**src/sv/triangle_sector_weight_assert.svh**
```systemverilog
// assertion helpers used by triangle_sector_weight
`ifndef TRIANGLE_SECTOR_WEIGHT_ASSERT_SVH
`define TRIANGLE_SECTOR_WEIGHT_ASSERT_SVH

// same-cycle implication, held off while in reset
`define TSW_ASSERT_NOW(lbl, ante, cons, msg) \
	lbl: assert property (@(posedge clk) disable iff (!arst_n) (ante) |-> (cons)) \
		else $error(msg);

// implication checked a fixed number of cycles later
`define TSW_ASSERT_LATER(lbl, ante, dly, cons, msg) \
	lbl: assert property (@(posedge clk) disable iff (!arst_n) (ante) |-> ##dly (cons)) \
		else $error(msg);

// consequent checked against a past value
`define TSW_ASSERT_PAST(lbl, ante, sig, dly, msg) \
	lbl: assert property (@(posedge clk) disable iff (!arst_n) (ante) |-> $past(sig, dly)) \
		else $error(msg);

`endif

```
**src/sv/tsw_pkg.sv**
```systemverilog
package tsw_pkg;

	localparam int COORD_W = 16;
	localparam int ANGLE_W = 16;
	localparam int DIFF_W = COORD_W + 1;
	localparam int PROD_W = 2 * DIFF_W;
	localparam int CROSS_W = PROD_W + 1;
	localparam int MAG_W = 33;
	localparam int QUO_W = 16;
	localparam int FRAC_W = 15;
	localparam int DVD_W = MAG_W + FRAC_W + 1;
	localparam int CFG_IDX_W = 3;
	localparam int LATENCY = 22;

	localparam logic [ANGLE_W:0] HALF_TURN = 17'd32768;
	localparam logic [QUO_W:0] ONE_Q15 = 17'd32768;
	localparam logic signed [COORD_W-1:0] WEIGHT_MAX = 16'sh7FFF;
	localparam logic signed [COORD_W-1:0] WEIGHT_MIN = 16'sh8000;

	typedef enum logic [CFG_IDX_W-1:0] {
		CFG_CENTER_X = 3'd0,
		CFG_CENTER_Y = 3'd1,
		CFG_FIRST_X = 3'd2,
		CFG_FIRST_Y = 3'd3,
		CFG_SECOND_X = 3'd4,
		CFG_SECOND_Y = 3'd5,
		CFG_FIRST_ANGLE = 3'd6,
		CFG_SECOND_ANGLE = 3'd7
	} cfg_idx_t;

	typedef struct packed {
		logic signed [COORD_W-1:0] center_x;
		logic signed [COORD_W-1:0] center_y;
		logic signed [COORD_W-1:0] first_x;
		logic signed [COORD_W-1:0] first_y;
		logic signed [COORD_W-1:0] second_x;
		logic signed [COORD_W-1:0] second_y;
		logic [ANGLE_W-1:0] first_angle;
		logic [ANGLE_W-1:0] second_angle;
	} cfg_t;

	typedef struct packed {
		logic valid;
		logic in_sector;
	} ctl_t;

endpackage

```
**src/sv/tsw_div.sv**
```systemverilog
module tsw_div (
	input  logic clk,
	input  logic arst_n,
	input  tsw_pkg::ctl_t ctl_s4,
	input  logic [tsw_pkg::MAG_W-1:0] num_s4,
	input  logic [tsw_pkg::MAG_W-1:0] den_s4,
	output tsw_pkg::ctl_t ctl_s21,
	output logic degen_s21,
	output logic ovf_s21,
	output logic [tsw_pkg::QUO_W-1:0] quo_s21
);

	localparam int QW = tsw_pkg::QUO_W;
	localparam int MW = tsw_pkg::MAG_W;

	// index 0 is the dividend stage (s5), index k the k-th quotient bit (s5+k)
	tsw_pkg::ctl_t ctl_sn [0:QW];
	logic [MW-1:0] rem_sn [0:QW];
	logic [QW-1:0] low_sn [0:QW];
	logic [QW-1:0] quo_sn [0:QW];
	logic [MW-1:0] den_sn [0:QW];
	logic degen_sn [0:QW];
	logic ovf_sn [0:QW];

	logic [tsw_pkg::DVD_W-1:0] dividend;

	// n * 2^15 + floor(m / 2)
	assign dividend = {1'b0, num_s4, {tsw_pkg::FRAC_W{1'b0}}}
		+ {{(tsw_pkg::DVD_W-MW+1){1'b0}}, den_s4[MW-1:1]};

	always_ff @(posedge clk or negedge arst_n) begin
		if (!arst_n) begin
			ctl_sn[0] <= '0;
		end else begin
			ctl_sn[0] <= ctl_s4;
		end
	end

	always_ff @(posedge clk) begin
		rem_sn[0] <= dividend[tsw_pkg::DVD_W-1:QW];
		low_sn[0] <= dividend[QW-1:0];
		quo_sn[0] <= '0;
		den_sn[0] <= den_s4;
		degen_sn[0] <= (den_s4 == '0);
		ovf_sn[0] <= 1'b0;
	end

	for (genvar k = 0; k < QW; k++) begin : g_step
		logic [MW:0] shifted;
		logic take;

		assign shifted = {rem_sn[k], low_sn[k][QW-1]};
		assign take = shifted >= {1'b0, den_sn[k]};

		always_ff @(posedge clk or negedge arst_n) begin
			if (!arst_n) begin
				ctl_sn[k+1] <= '0;
			end else begin
				ctl_sn[k+1] <= ctl_sn[k];
			end
		end

		always_ff @(posedge clk) begin
			rem_sn[k+1] <= take ? MW'(shifted - {1'b0, den_sn[k]}) : shifted[MW-1:0];
			low_sn[k+1] <= {low_sn[k][QW-2:0], 1'b0};
			quo_sn[k+1] <= {quo_sn[k][QW-2:0], take};
			den_sn[k+1] <= den_sn[k];
			degen_sn[k+1] <= degen_sn[k];
			if (k == 0) begin
				// quotient of 2^16 or more saturates the weight low
				ovf_sn[k+1] <= rem_sn[k] >= den_sn[k];
			end else begin
				ovf_sn[k+1] <= ovf_sn[k];
			end
		end
	end

	assign ctl_s21 = ctl_sn[QW];
	assign degen_s21 = degen_sn[QW];
	assign ovf_s21 = ovf_sn[QW];
	assign quo_s21 = quo_sn[QW];

endmodule
```
**config.mk**
```make
export PLATFORM = sky130hd
export DESIGN_NAME = tsw_div
export DESIGN_NICKNAME = d
export VERILOG_FILES = /design/src/sv/triangle_sector_weight_assert.svh /design/src/sv/tsw_pkg.sv /design/src/sv/tsw_div.sv
export SDC_FILE = /design/constraint.sdc
export NUM_CORES = 2
export LEC_CHECK = 0
export BUFFER_PORTS_ARGS = -buffer_cell sky130_fd_sc_hd__buf_2
export CORE_UTILIZATION = 55
export CTS_CLUSTER_DIAMETER = 40
export DETAILED_ROUTE_END_ITERATION = 10
export GPL_ROUTABILITY_DRIVEN = 0
export GPL_TIMING_DRIVEN = 0
export PLACE_DENSITY_LB_ADDON = 0.3
export SLEW_MARGIN = 15
export SYNTH_ARGS = -nofsm -noshare
export SYNTH_HDL_FRONTEND = slang
export SYNTH_SLANG_ARGS = --single-unit
```
**constraint.sdc**
```tcl
create_clock -name clk -period 6.4 [get_ports clk]
set_input_delay 1.6 -clock clk [delete_from_list [all_inputs] [get_ports clk]]
set_output_delay 1.6 -clock clk [all_outputs]
set_load 0.01 [all_outputs]
```
==> run_results.csv <==
group,metric,value,unit
status,status,"completed",
floorplanning,die-area,110000,um2
sta,skew,0.0251,ns
sta,fin_setup_tns,0,ns
detailed_routing,wl,146,mm
grt,grt_pass1_wl,232,mm
worst_setup_path,required,7.09,ns
layout,fin_util,62.9,%
layout,final_cell_count_no_fill,8252,
yosys,ys_top_cells_by_area,"dfxtp_1 (41%), ha_1 (12%), a21oi_1 (4.5%)",
worst_setup_path,start_kind,"flop",
grt,grt_max_degree,35,
placed_design,port_buffers,89,
clock_tree,cts_post_setup_buffers_inserted,0,
floorplanning,fp.dieW,332,um
sta,holdWs,0.314,ns
worst_setup_path,r2r_cells,14,
floorplanning,io_pins,90,
yosys,synth.distinct_cells,91,
clock_tree,cts_tree,"built",
sta,period_share,77.6,%
yosys,synth-seq-cells,1260,
sta,max_freq,201,MHz
clock_tree,postCtsHoldBufs,0,
layout,layout.nets,7380,
yosys,syn_nets,7135,
floorplanning,die_h,332,um
placed_design,place_ws,1.59,ns
pwr,p_per_area,585,nW/um2
clock_tree,cts_made_buffers,154,
worst_setup_path,cp_max_fo,10,
clock_tree,cts_sinks,1260,
detailed_routing,drt_first_pass_iters,8,
pwr,leakagePower,31.5,nW
grt,grt_pass1_vias,46000,
yosys,synthFlopType,"dfxtp_1",
worst_setup_path,cp-end-kind,"flop",
yosys,synth.most_common_cell,"dfxtp_1",
grt,busiest_layer,"met2",
detailed_routing,drt-wirelength-per-cell,17.7,um
clock_tree,cts_resized,0,
grt,use_met1,30.8,%
yosys,yosysSeqAreaShare,42.4,%
yosys,synth_area_per_cell,9.26,um2
layout,area_growth,12.8,%
worst_setup_path,arrival,5.66,ns
sta,worst_slew_pin_slew,1.08,ns
worst_setup_path,reg2reg_from,"den_sn[0][336]$_DFF_P_",
pwr,ir_drop,0.000317,V
placed_design,dp.cells,7963,
worst_setup_path,critPathKind,"flop to flop",
clock_tree,cts_root_buf,"clkbuf_16",
detailed_routing,vias_per_cell,5.65,
worst_setup_path,r2r_slack,1.43,ns
clock_tree,htree_num_levels,4,
grt,gr-usage-all-layers,26.0,%
yosys,yosysTopAreaCell,"dfxtp_1",
detailed_routing,first_iter_violations,3445,
yosys,netlist_area,59900,um2
yosys,synthTopCellsByCount,"dfxtp_1 (1226), inv_1 (644), ha_1 (578)",
detailed_routing,final_antenna_net_count,0,
floorplanning,core_area,108000,um2
detailed_routing,vias,46700,
worst_hold_path,hold_class,"flop to flop",
flow_run,cap_violations,0,
clock_tree,cts.clk_slew.worst_paths,0.06,ns
grt,grtUsageMet3,4.05,%
detailed_routing,drc,0,
placed_design,postPlaceCellArea,62100,um2
grt,grt.met2_usage,45.5,%
worst_hold_path,worst_hold_path.num_cells,0,
worst_hold_path,worstHoldStart,"quo_sn[2][0]$_DFF_P_",
sta,worst_slack,1.43,ns
pwr,p_total,39.6,mW
grt,overflow,0,
floorplanning,rows,120,
grt,antenna_found_initial,0,
worst_setup_path,r2r_end,"rem_sn[0][394]$_DFF_P_",
placed_design,dp.final_hpwl,114,mm
yosys,synth_enable_flop_cells,0,
yosys,synth.top_cell.area_share,41.0,%
clock_tree,clock_path_buffers,3,
clock_tree,clk_latency,0.77,ns
sta,slew_violations,0,
yosys,synthCells,6471,
worst_hold_path,hold_end,"quo_sn[3][1]$_DFF_P_",
layout,design_area,67600,um2
yosys,yosys_warnings,0,
sta,rsz0062_at_grt,"no",
sta,setup_viol,0,
sta,finalHoldViolations,0,
sta,period_needed,4.97,ns
layout,drive_gt1_share,9.45,%
floorplanning,start_util,55.7,%
yosys,async_reset_ff_share,2.70,%
sta,slew_headroom,27.7,%
-- logic make-up (layout without fill, tap and decap cells) --
family                   after synthesis  count (layout)  synth area share [%]
adder cells (fa/ha/maj)              594             594                  12.6
flip-flops                          1260            1260                  42.4
XOR/XNOR                             465             465                  6.80
multiplexers                         196             196                  3.66
other                                  0               1                     0
AO/OA/AOI/OAI                       1767            1767                  18.5
buffers and inverters                791            1168                  5.08
AND/OR/NAND/NOR                     1398            1398                  11.0
-- sequential cells by signal, summed over array words and instances, names as in the netlist --
register / cells
ctl_sn: 32
ovf_sn: 16
den_sn: 528
degen_sn: 17
rem_sn: 528
quo_sn: 136
ctl_s21: 2
low_sn: 1
-- layout by cell type, fill, tap and decap left out, types with 28 or more instances in the layout --
| master | n |
|---|---|
| nor2_1 | 322 |
| inv_1 | 644 |
| nand3_1 | 113 |
| nor2b_1 | 78 |
| o211ai_1 | 33 |
| nand4_1 | 89 |
| a21o_1 | 274 |
| dfrtp_1 | 34 |
| a211oi_1 | 38 |
| clkbuf_16 | 155 |
| dfxtp_1 | 1226 |
| nand2_1 | 479 |
| and3_1 | 45 |
| nand2b_1 | 79 |
| buf_2 | 117 |
| a31oi_1 | 46 |
| clkbuf_1 | 112 |
| xnor2_1 | 267 |
| and2_1 | 28 |
| o21ai_0 | 459 |
| o21a_1 | 53 |
| ha_1 | 578 |
| a21oi_1 | 544 |
| nor3_1 | 61 |
| xor2_1 | 198 |
| o21bai_1 | 66 |
| mux2_2 | 181 |
-- final cells by class --
cell class | count | area (um2)
fillers | 8707 | 39900
plain buffers | 145 | 619
multi-input cells | 4420 | 31500
inverters | 646 | 2420
diodes | 1 | 2.50
flip-flops and latches | 1260 | 25400
well taps | 1403 | 1760
repair buffers | 89 | 445
clock inverters | 113 | 1410
clock buffers | 175 | 4060
-- critical path, stage by stage, from the launching register on --
cell and delay [ns]:
dfxtp_1 0.32, inv_1 0.10, ha_1 0.17, inv_1 0.07, fa_1 0.42, a21oi_1 0.32, o221ai_1 0.19, a31oi_1 0.35
o31ai_1 0.27, a21boi_1 0.43, o221ai_1 0.32, a21boi_1 0.88, clkbuf_1 0.71, nand2_1 0.20, o21ai_0 0.12
-- worst max-delay path by stage --
stage | endpoint | start
final | rem_sn[0][394]$_DFF_P_ | den_sn[0][336]$_DFF_P_
after global routing | rem_sn[0][394]$_DFF_P_ | den_sn[0][336]$_DFF_P_
after CTS | rem_sn[0][394]$_DFF_P_ | den_sn[0][336]$_DFF_P_
after detailed placement | rem_sn[0][27]$_DFF_P_ | num_s4[0]
after global placement | rem_sn[0][394]$_DFF_P_ | den_sn[0][336]$_DFF_P_
after floorplan | rem_sn[0][27]$_DFF_P_ | num_s4[0]
-- power breakdown --
part / internal (mW) / switching, mW / total [mW]
combinational: 8.08 / 10.9 / 19.0
sequential: 10.3 / 1.35 / 11.6
clock: 5.28 / 3.68 / 8.96
-- routing by layer --
metal	wire length, um	up-vias	part of all wire, %
met3	8350	365	5.7
met4	7200	0	4.9
li1	-	23100	-
met2	69800	1537	48
met1	61100	21700	42
met5	0	-	0
Note: power is estimated with default switching activity, not from simulation.
