<file path="config.mk">
export PLATFORM = sky130hd
export DESIGN_NAME = tsw_front
export DESIGN_NICKNAME = d
export VERILOG_FILES = /design/src/sv/triangle_sector_weight_assert.svh /design/src/sv/tsw_pkg.sv /design/src/sv/tsw_front.sv
export SDC_FILE = /design/constraint.sdc
export NUM_CORES = 2
export LEC_CHECK = 0
export BUFFER_PORTS_ARGS = -buffer_cell sky130_fd_sc_hd__buf_2
export CAP_MARGIN = 20
export CORE_ASPECT_RATIO = 0.75
export CORE_MARGIN = 3
export CORE_UTILIZATION = 52
export DETAILED_ROUTE_END_ITERATION = 10
export PLACE_DENSITY = 0.73
export SKIP_CTS_REPAIR_TIMING = 1
export SYNTH_ARGS = -nofsm -noshare
export SYNTH_HDL_FRONTEND = slang
export SYNTH_SLANG_ARGS = --single-unit
export TNS_END_PERCENT = 50
</file>
<file path="constraint.sdc">
create_clock -name clk -period 15.7 [get_ports clk]
set_clock_uncertainty 0.2 [all_clocks]
set_input_delay 0.785 -clock clk [delete_from_list [all_inputs] [get_ports clk]]
set_output_delay 0.785 -clock clk [all_outputs]
set_load 0.005 [all_outputs]
</file>
<file path="src/sv/triangle_sector_weight_assert.svh">
// assertion helpers used by triangle_sector_weight
`ifndef TRIANGLE_SECTOR_WEIGHT_ASSERT_SVH
`define TRIANGLE_SECTOR_WEIGHT_ASSERT_SVH

// same-cycle implication, held off while in reset
`define TSW_ASSERT_NOW(lbl, ante, cons, msg) \
	lbl: assert property (@(posedge clk) disable iff (!arst_n) (ante) |-> (cons)) \
		else $error(msg);

// implication checked a fixed number of cycles later
`define TSW_ASSERT_LATER(lbl, ante, dly, cons, msg) \
	lbl: assert property (@(posedge clk) disable iff (!arst_n) (ante) |-> ##dly (cons)) \
		else $error(msg);

// consequent checked against a past value
`define TSW_ASSERT_PAST(lbl, ante, sig, dly, msg) \
	lbl: assert property (@(posedge clk) disable iff (!arst_n) (ante) |-> $past(sig, dly)) \
		else $error(msg);

`endif

</file>
<file path="src/sv/tsw_pkg.sv">
package tsw_pkg;

	localparam int COORD_W = 16;
	localparam int ANGLE_W = 16;
	localparam int DIFF_W = COORD_W + 1;
	localparam int PROD_W = 2 * DIFF_W;
	localparam int CROSS_W = PROD_W + 1;
	localparam int MAG_W = 33;
	localparam int QUO_W = 16;
	localparam int FRAC_W = 15;
	localparam int DVD_W = MAG_W + FRAC_W + 1;
	localparam int CFG_IDX_W = 3;
	localparam int LATENCY = 22;

	localparam logic [ANGLE_W:0] HALF_TURN = 17'd32768;
	localparam logic [QUO_W:0] ONE_Q15 = 17'd32768;
	localparam logic signed [COORD_W-1:0] WEIGHT_MAX = 16'sh7FFF;
	localparam logic signed [COORD_W-1:0] WEIGHT_MIN = 16'sh8000;

	typedef enum logic [CFG_IDX_W-1:0] {
		CFG_CENTER_X = 3'd0,
		CFG_CENTER_Y = 3'd1,
		CFG_FIRST_X = 3'd2,
		CFG_FIRST_Y = 3'd3,
		CFG_SECOND_X = 3'd4,
		CFG_SECOND_Y = 3'd5,
		CFG_FIRST_ANGLE = 3'd6,
		CFG_SECOND_ANGLE = 3'd7
	} cfg_idx_t;

	typedef struct packed {
		logic signed [COORD_W-1:0] center_x;
		logic signed [COORD_W-1:0] center_y;
		logic signed [COORD_W-1:0] first_x;
		logic signed [COORD_W-1:0] first_y;
		logic signed [COORD_W-1:0] second_x;
		logic signed [COORD_W-1:0] second_y;
		logic [ANGLE_W-1:0] first_angle;
		logic [ANGLE_W-1:0] second_angle;
	} cfg_t;

	typedef struct packed {
		logic valid;
		logic in_sector;
	} ctl_t;

endpackage

</file>
<file path="src/sv/tsw_front.sv">
module tsw_front (
	input  logic clk,
	input  logic arst_n,
	input  logic in_valid,
	input  logic signed [tsw_pkg::COORD_W-1:0] query_x,
	input  logic signed [tsw_pkg::COORD_W-1:0] query_y,
	input  logic [tsw_pkg::ANGLE_W-1:0] query_angle,
	input  tsw_pkg::cfg_t cfg,
	output tsw_pkg::ctl_t ctl_s4,
	output logic [tsw_pkg::MAG_W-1:0] num_s4,
	output logic [tsw_pkg::MAG_W-1:0] den_s4
);

	// stage 1: differences and arc bounds
	logic valid_s1, valid_s2, valid_s3;
	logic signed [tsw_pkg::DIFF_W-1:0] dtx_s1, dty_s1, dbx_s1, dby_s1, ex_s1, ey_s1;
	logic [tsw_pkg::ANGLE_W-1:0] lo_s1, hi_s1, ang_s1;
	// stage 2: products
	logic signed [tsw_pkg::PROD_W-1:0] pt1_s2, pt2_s2, pb1_s2, pb2_s2;
	logic [tsw_pkg::ANGLE_W-1:0] lo_s2, hi_s2, ang_s2;
	logic wrap_s2;
	// stage 3: cross products
	logic [tsw_pkg::CROSS_W-1:0] cn_s3, cm_s3;
	logic inside_s3;

	logic [tsw_pkg::ANGLE_W-1:0] span;
	logic [tsw_pkg::CROSS_W-1:0] cn_abs, cm_abs;

	assign span = hi_s1 - lo_s1;
	assign cn_abs = cn_s3[tsw_pkg::CROSS_W-1] ? (~cn_s3 + 1'b1) : cn_s3;
	assign cm_abs = cm_s3[tsw_pkg::CROSS_W-1] ? (~cm_s3 + 1'b1) : cm_s3;

	always_ff @(posedge clk or negedge arst_n) begin
		if (!arst_n) begin
			valid_s1 <= 1'b0;
			valid_s2 <= 1'b0;
			valid_s3 <= 1'b0;
			ctl_s4 <= '0;
		end else begin
			valid_s1 <= in_valid;
			valid_s2 <= valid_s1;
			valid_s3 <= valid_s2;
			ctl_s4.valid <= valid_s3;
			ctl_s4.in_sector <= inside_s3;
		end
	end

	always_ff @(posedge clk) begin
		dtx_s1 <= {query_x[15], query_x} - {cfg.center_x[15], cfg.center_x};
		dty_s1 <= {query_y[15], query_y} - {cfg.center_y[15], cfg.center_y};
		dbx_s1 <= {cfg.first_x[15], cfg.first_x} - {cfg.center_x[15], cfg.center_x};
		dby_s1 <= {cfg.first_y[15], cfg.first_y} - {cfg.center_y[15], cfg.center_y};
		ex_s1 <= {cfg.second_x[15], cfg.second_x} - {cfg.first_x[15], cfg.first_x};
		ey_s1 <= {cfg.second_y[15], cfg.second_y} - {cfg.first_y[15], cfg.first_y};
		if (cfg.first_angle < cfg.second_angle) begin
			lo_s1 <= cfg.first_angle;
			hi_s1 <= cfg.second_angle;
		end else begin
			lo_s1 <= cfg.second_angle;
			hi_s1 <= cfg.first_angle;
		end
		ang_s1 <= query_angle;

		pt1_s2 <= dtx_s1 * ey_s1;
		pt2_s2 <= dty_s1 * ex_s1;
		pb1_s2 <= dbx_s1 * ey_s1;
		pb2_s2 <= dby_s1 * ex_s1;
		wrap_s2 <= {1'b0, span} > tsw_pkg::HALF_TURN;
		lo_s2 <= lo_s1;
		hi_s2 <= hi_s1;
		ang_s2 <= ang_s1;

		cn_s3 <= {pt1_s2[tsw_pkg::PROD_W-1], pt1_s2} - {pt2_s2[tsw_pkg::PROD_W-1], pt2_s2};
		cm_s3 <= {pb1_s2[tsw_pkg::PROD_W-1], pb1_s2} - {pb2_s2[tsw_pkg::PROD_W-1], pb2_s2};
		if (wrap_s2) begin
			inside_s3 <= (ang_s2 >= hi_s2) || (ang_s2 <= lo_s2);
		end else begin
			inside_s3 <= (ang_s2 >= lo_s2) && (ang_s2 <= hi_s2);
		end

		num_s4 <= cn_abs[tsw_pkg::MAG_W-1:0];
		den_s4 <= cm_abs[tsw_pkg::MAG_W-1:0];
	end

endmodule

</file>
==> summary.txt <==
Setup path
  • Maximum fanout along the worst path: 34
  • Path type of the worst setup path: reg -> reg
  • CP arrival: 8410 ps
  • CP cell instances: buf_4 > nand2_1 > inv_1 > fa_1 > fa_1 > fa_1 > fa_1 > fa_1 > inv_1 > fa_1 > inv_1 > ha_1 > nand2_1 > nor4_1 > o2111ai_1 > a31oi_1 > o21ai_0 > nand2b_1 > a2111o_1 > a31o_2 > a31oi_1 > xnor2_1
  • Critical path launch point type: flop
  • Highest-delay cell along the critical path: sky130_fd_sc_hd__fa_1
  • Endpoint required time on the critical path: 16,030 ps
  • Critical Path End Type: flop
  • Most common cell type on the critical path: sky130_fd_sc_hd__fa_1
  • R2R depth: 22
  • Longest individual stage delay on the worst path: 920 ps

Global route
  • Total congestion overflow after global routing: 0
  • First-pass GRT wire length: 256.7 mm
  • Global-route total usage across every layer: 25.68%
  • Antenna violations before repair: 10
  • Number of global-route vias before repair: 47,480
  • Maximum number of pins on one net before global-route repair: 35

Cells and area
  • Non-filler cells, final: 8,651
  • Fill count: 10,680
  • Layout overhead on the synthesized area: 7.990%
  • Number of nets in the layout: 8,918
  • Most common cell after layout, fill and taps aside: sky130_fd_sc_hd__inv_1
  • Fraction of final layout cells sized beyond drive strength 1: 6.337%
  • Most frequent cells in the layout: sky130_fd_sc_hd__inv_1, sky130_fd_sc_hd__fa_1, sky130_fd_sc_hd__nand2_1
  • Design area: 68,930 sq um

Clocking
  • Number of clock sinks seen by CTS: 475
  • CTS root buf: sky130_fd_sc_hd__clkbuf_16
  • H-tree depth reported by CTS: 2
  • Clock tree from TritonCTS: built
  • Clock buffer count from CTS: 54
  • Clock edge transition at the registers on the reported setup and hold paths: 70 ps
  • Later-pin clock latency in the skew report: 690 ps
  • Clk buf depth: 3

Synth
  • Most frequently used flop master after synthesis: sky130_fd_sc_hd__dfxtp_1
  • Synth warn: 0
  • Post-synthesis cell type with the largest combined area: sky130_fd_sc_hd__fa_1
  • Post-synthesis net count: 8,735
  • Portion of the post-synthesis area used by sequential elements: 14.94%
  • Unique masters post-synth: 73
  • Synth Instances: 6,795
  • Proportion of synthesized flip-flops having asynchronous set or reset: 1.053%
  • Fraction of synthesized cell area taken by the top area cell type: 37.42%
  • Cell types occupying the most area after synthesis: sky130_fd_sc_hd__fa_1, sky130_fd_sc_hd__dfxtp_1, sky130_fd_sc_hd__ha_1
  • Number of synthesized register bits: 475
  • Mean post-synth cell area: 9.394 sq um
  • Cell area after synthesis: 63,830 sq um
  • Number of enable flip-flop cells after synthesis: 0

STA
  • Max-slew violation total from the final report: 0
  • Transition time at the pin with the least slew margin: 952.4 ps
  • Final min period: 8088 ps
  • Unrepaired setup endpoints after global routing: false
  • Final setup fails: 0
  • Worst hold slack after final layout: 131.4 ps
  • FMAX: 0.1236 GHz
  • Fin crit share: 51.52%
  • Accumulated negative setup slack: 0 ps
  • Max-slew headroom: 36.42%
  • Endpoints failing hold: 0

Die
  • Full die area: 127,000 sq um
  • Total I/O pin count: 247
  • Row Count: 110
  • DIE WIDTH: 410.6 um
  • Die H: 309.4 um
  • Initial core utilization: 52.82%
  • Core Region: 120,800 sq um

Routing
  • Drt first-iter violations: 3,480
  • Post-route DRC: 0
  • Post-route antenna net violation count: 0
  • Average detailed-routed wire length per instance: 18.35 um
  • Final wirelength: 158.7 mm
  • DR vias/cell: 5.338
  • Total via count after detailed routing: 46,180
  • First-pass iteration count of the detailed router: 6

Flow run
  • Max-cap violation count: 0

Placement
  • HPWL Detailed: 130.4 mm
  • Cell Area, Placed: 66,770 sq um
  • Port Buf Inserts: 246
  • Placer's final routability congestion estimate: 0.9357
  • Post-placement cell count: 8,528

Status
  • Outcome: finished clean

Min path
  • Hold path depth: 0
  • Class of the tightest hold or removal check: reg -> reg
path summary, 6_finish.rpt:
check	start	endpoint	slack, ps
worst min-delay path	ang_s1[0]$_DFF_P_	ang_s2[0]$_DFF_P_	130
worst max register to register	ex_s1[2]$_DFF_P_	pb2_s2[33]$_DFF_P_	7610
max in group asynchronous	arst_n	ctl_s4[1]$_DFF_PN0_	14930
min in group asynchronous	arst_n	ctl_s4[0]$_DFF_PN0_	240
worst max-delay path	ex_s1[2]$_DFF_P_	pb2_s2[33]$_DFF_P_	7610
worst min register to register	ang_s1[0]$_DFF_P_	ang_s2[0]$_DFF_P_	130
layer usage:
layer	wire [um]	up-vias	track usage [%]
li1	-	21120	-
met1	70810	23010	37.34
met2	67510	1832	37.94
met3	15370	210	6.496
met4	5000	2	7.677
met5	13	-	0
stage by stage:
stage          utilization [%]  setup slack (ps)
2_1_floorplan                -              9050
3_3_place_gp             55.25              8096
3_5_place_dp             55.25              8018
4_1_cts                  56.88              7886
5_1_grt                  57.04              7295
6_report                 57.04              7612
synth_stat cells (all sizes together) (62+ instances only):
cell / n
nand2: 657
clkbuf: 182
dfxtp: 470
inv: 1487
and2: 580
xnor2: 247
xor2: 88
nand2b: 62
a21oi: 189
a21o: 108
o21ai: 161
nor2: 217
ha: 568
fa: 1193
flip-flops by register name (all words and copies together) (netlist names), 17 cells and up:
signal / flops
cm_s3: 34
cn_s3: 34
dbx_s1: 17
dby_s1: 17
den_s4: 33
dtx_s1: 17
dty_s1: 17
ex_s1: 17
ey_s1: 17
num_s4: 33
pb1_s2: 34
pb2_s2: 34
pt1_s2: 34
pt2_s2: 34
layout make-up:
cell class              count  area (sq um)  area share (%)
diodes                      5         12.51         0.01815
repair buffers            310          1757           2.549
inverters                1489          5589           8.108
clock buffers              69          1478           2.144
multi-input cells        4648         48030           69.68
flip-flops and latches    475          9537           13.84
well taps                1624          2032           2.948
clock inverters            31         491.7          0.7134
cells by family after synthesis:
kind of cell / count (synthesis) / share of synthesized area (%)
adders and majority gates: 1761 / 48.55
DFF: 475 / 14.94
and+or+nand+nor: 1794 / 14.06
muxes: 34 / 0.5979
xor gates and xnor gates: 335 / 4.597
AOI/OAI and AO/OA: 724 / 7.421
buffers and inverters: 1672 / 9.832
critical path, delay by kind of cell (launching register included):
family	cells	cell delay, ps
adder cells (fa/ha/maj)	7	3820
AO/OA/AOI/OAI	6	1550
AND/OR/NAND/NOR	4	1250
buffers and inverters	4	650
flip-flops	1	310
XOR/XNOR	1	130
Power is not shown: default switching activity piles up to over one toggle a cycle in this logic, so the estimate is an artifact.
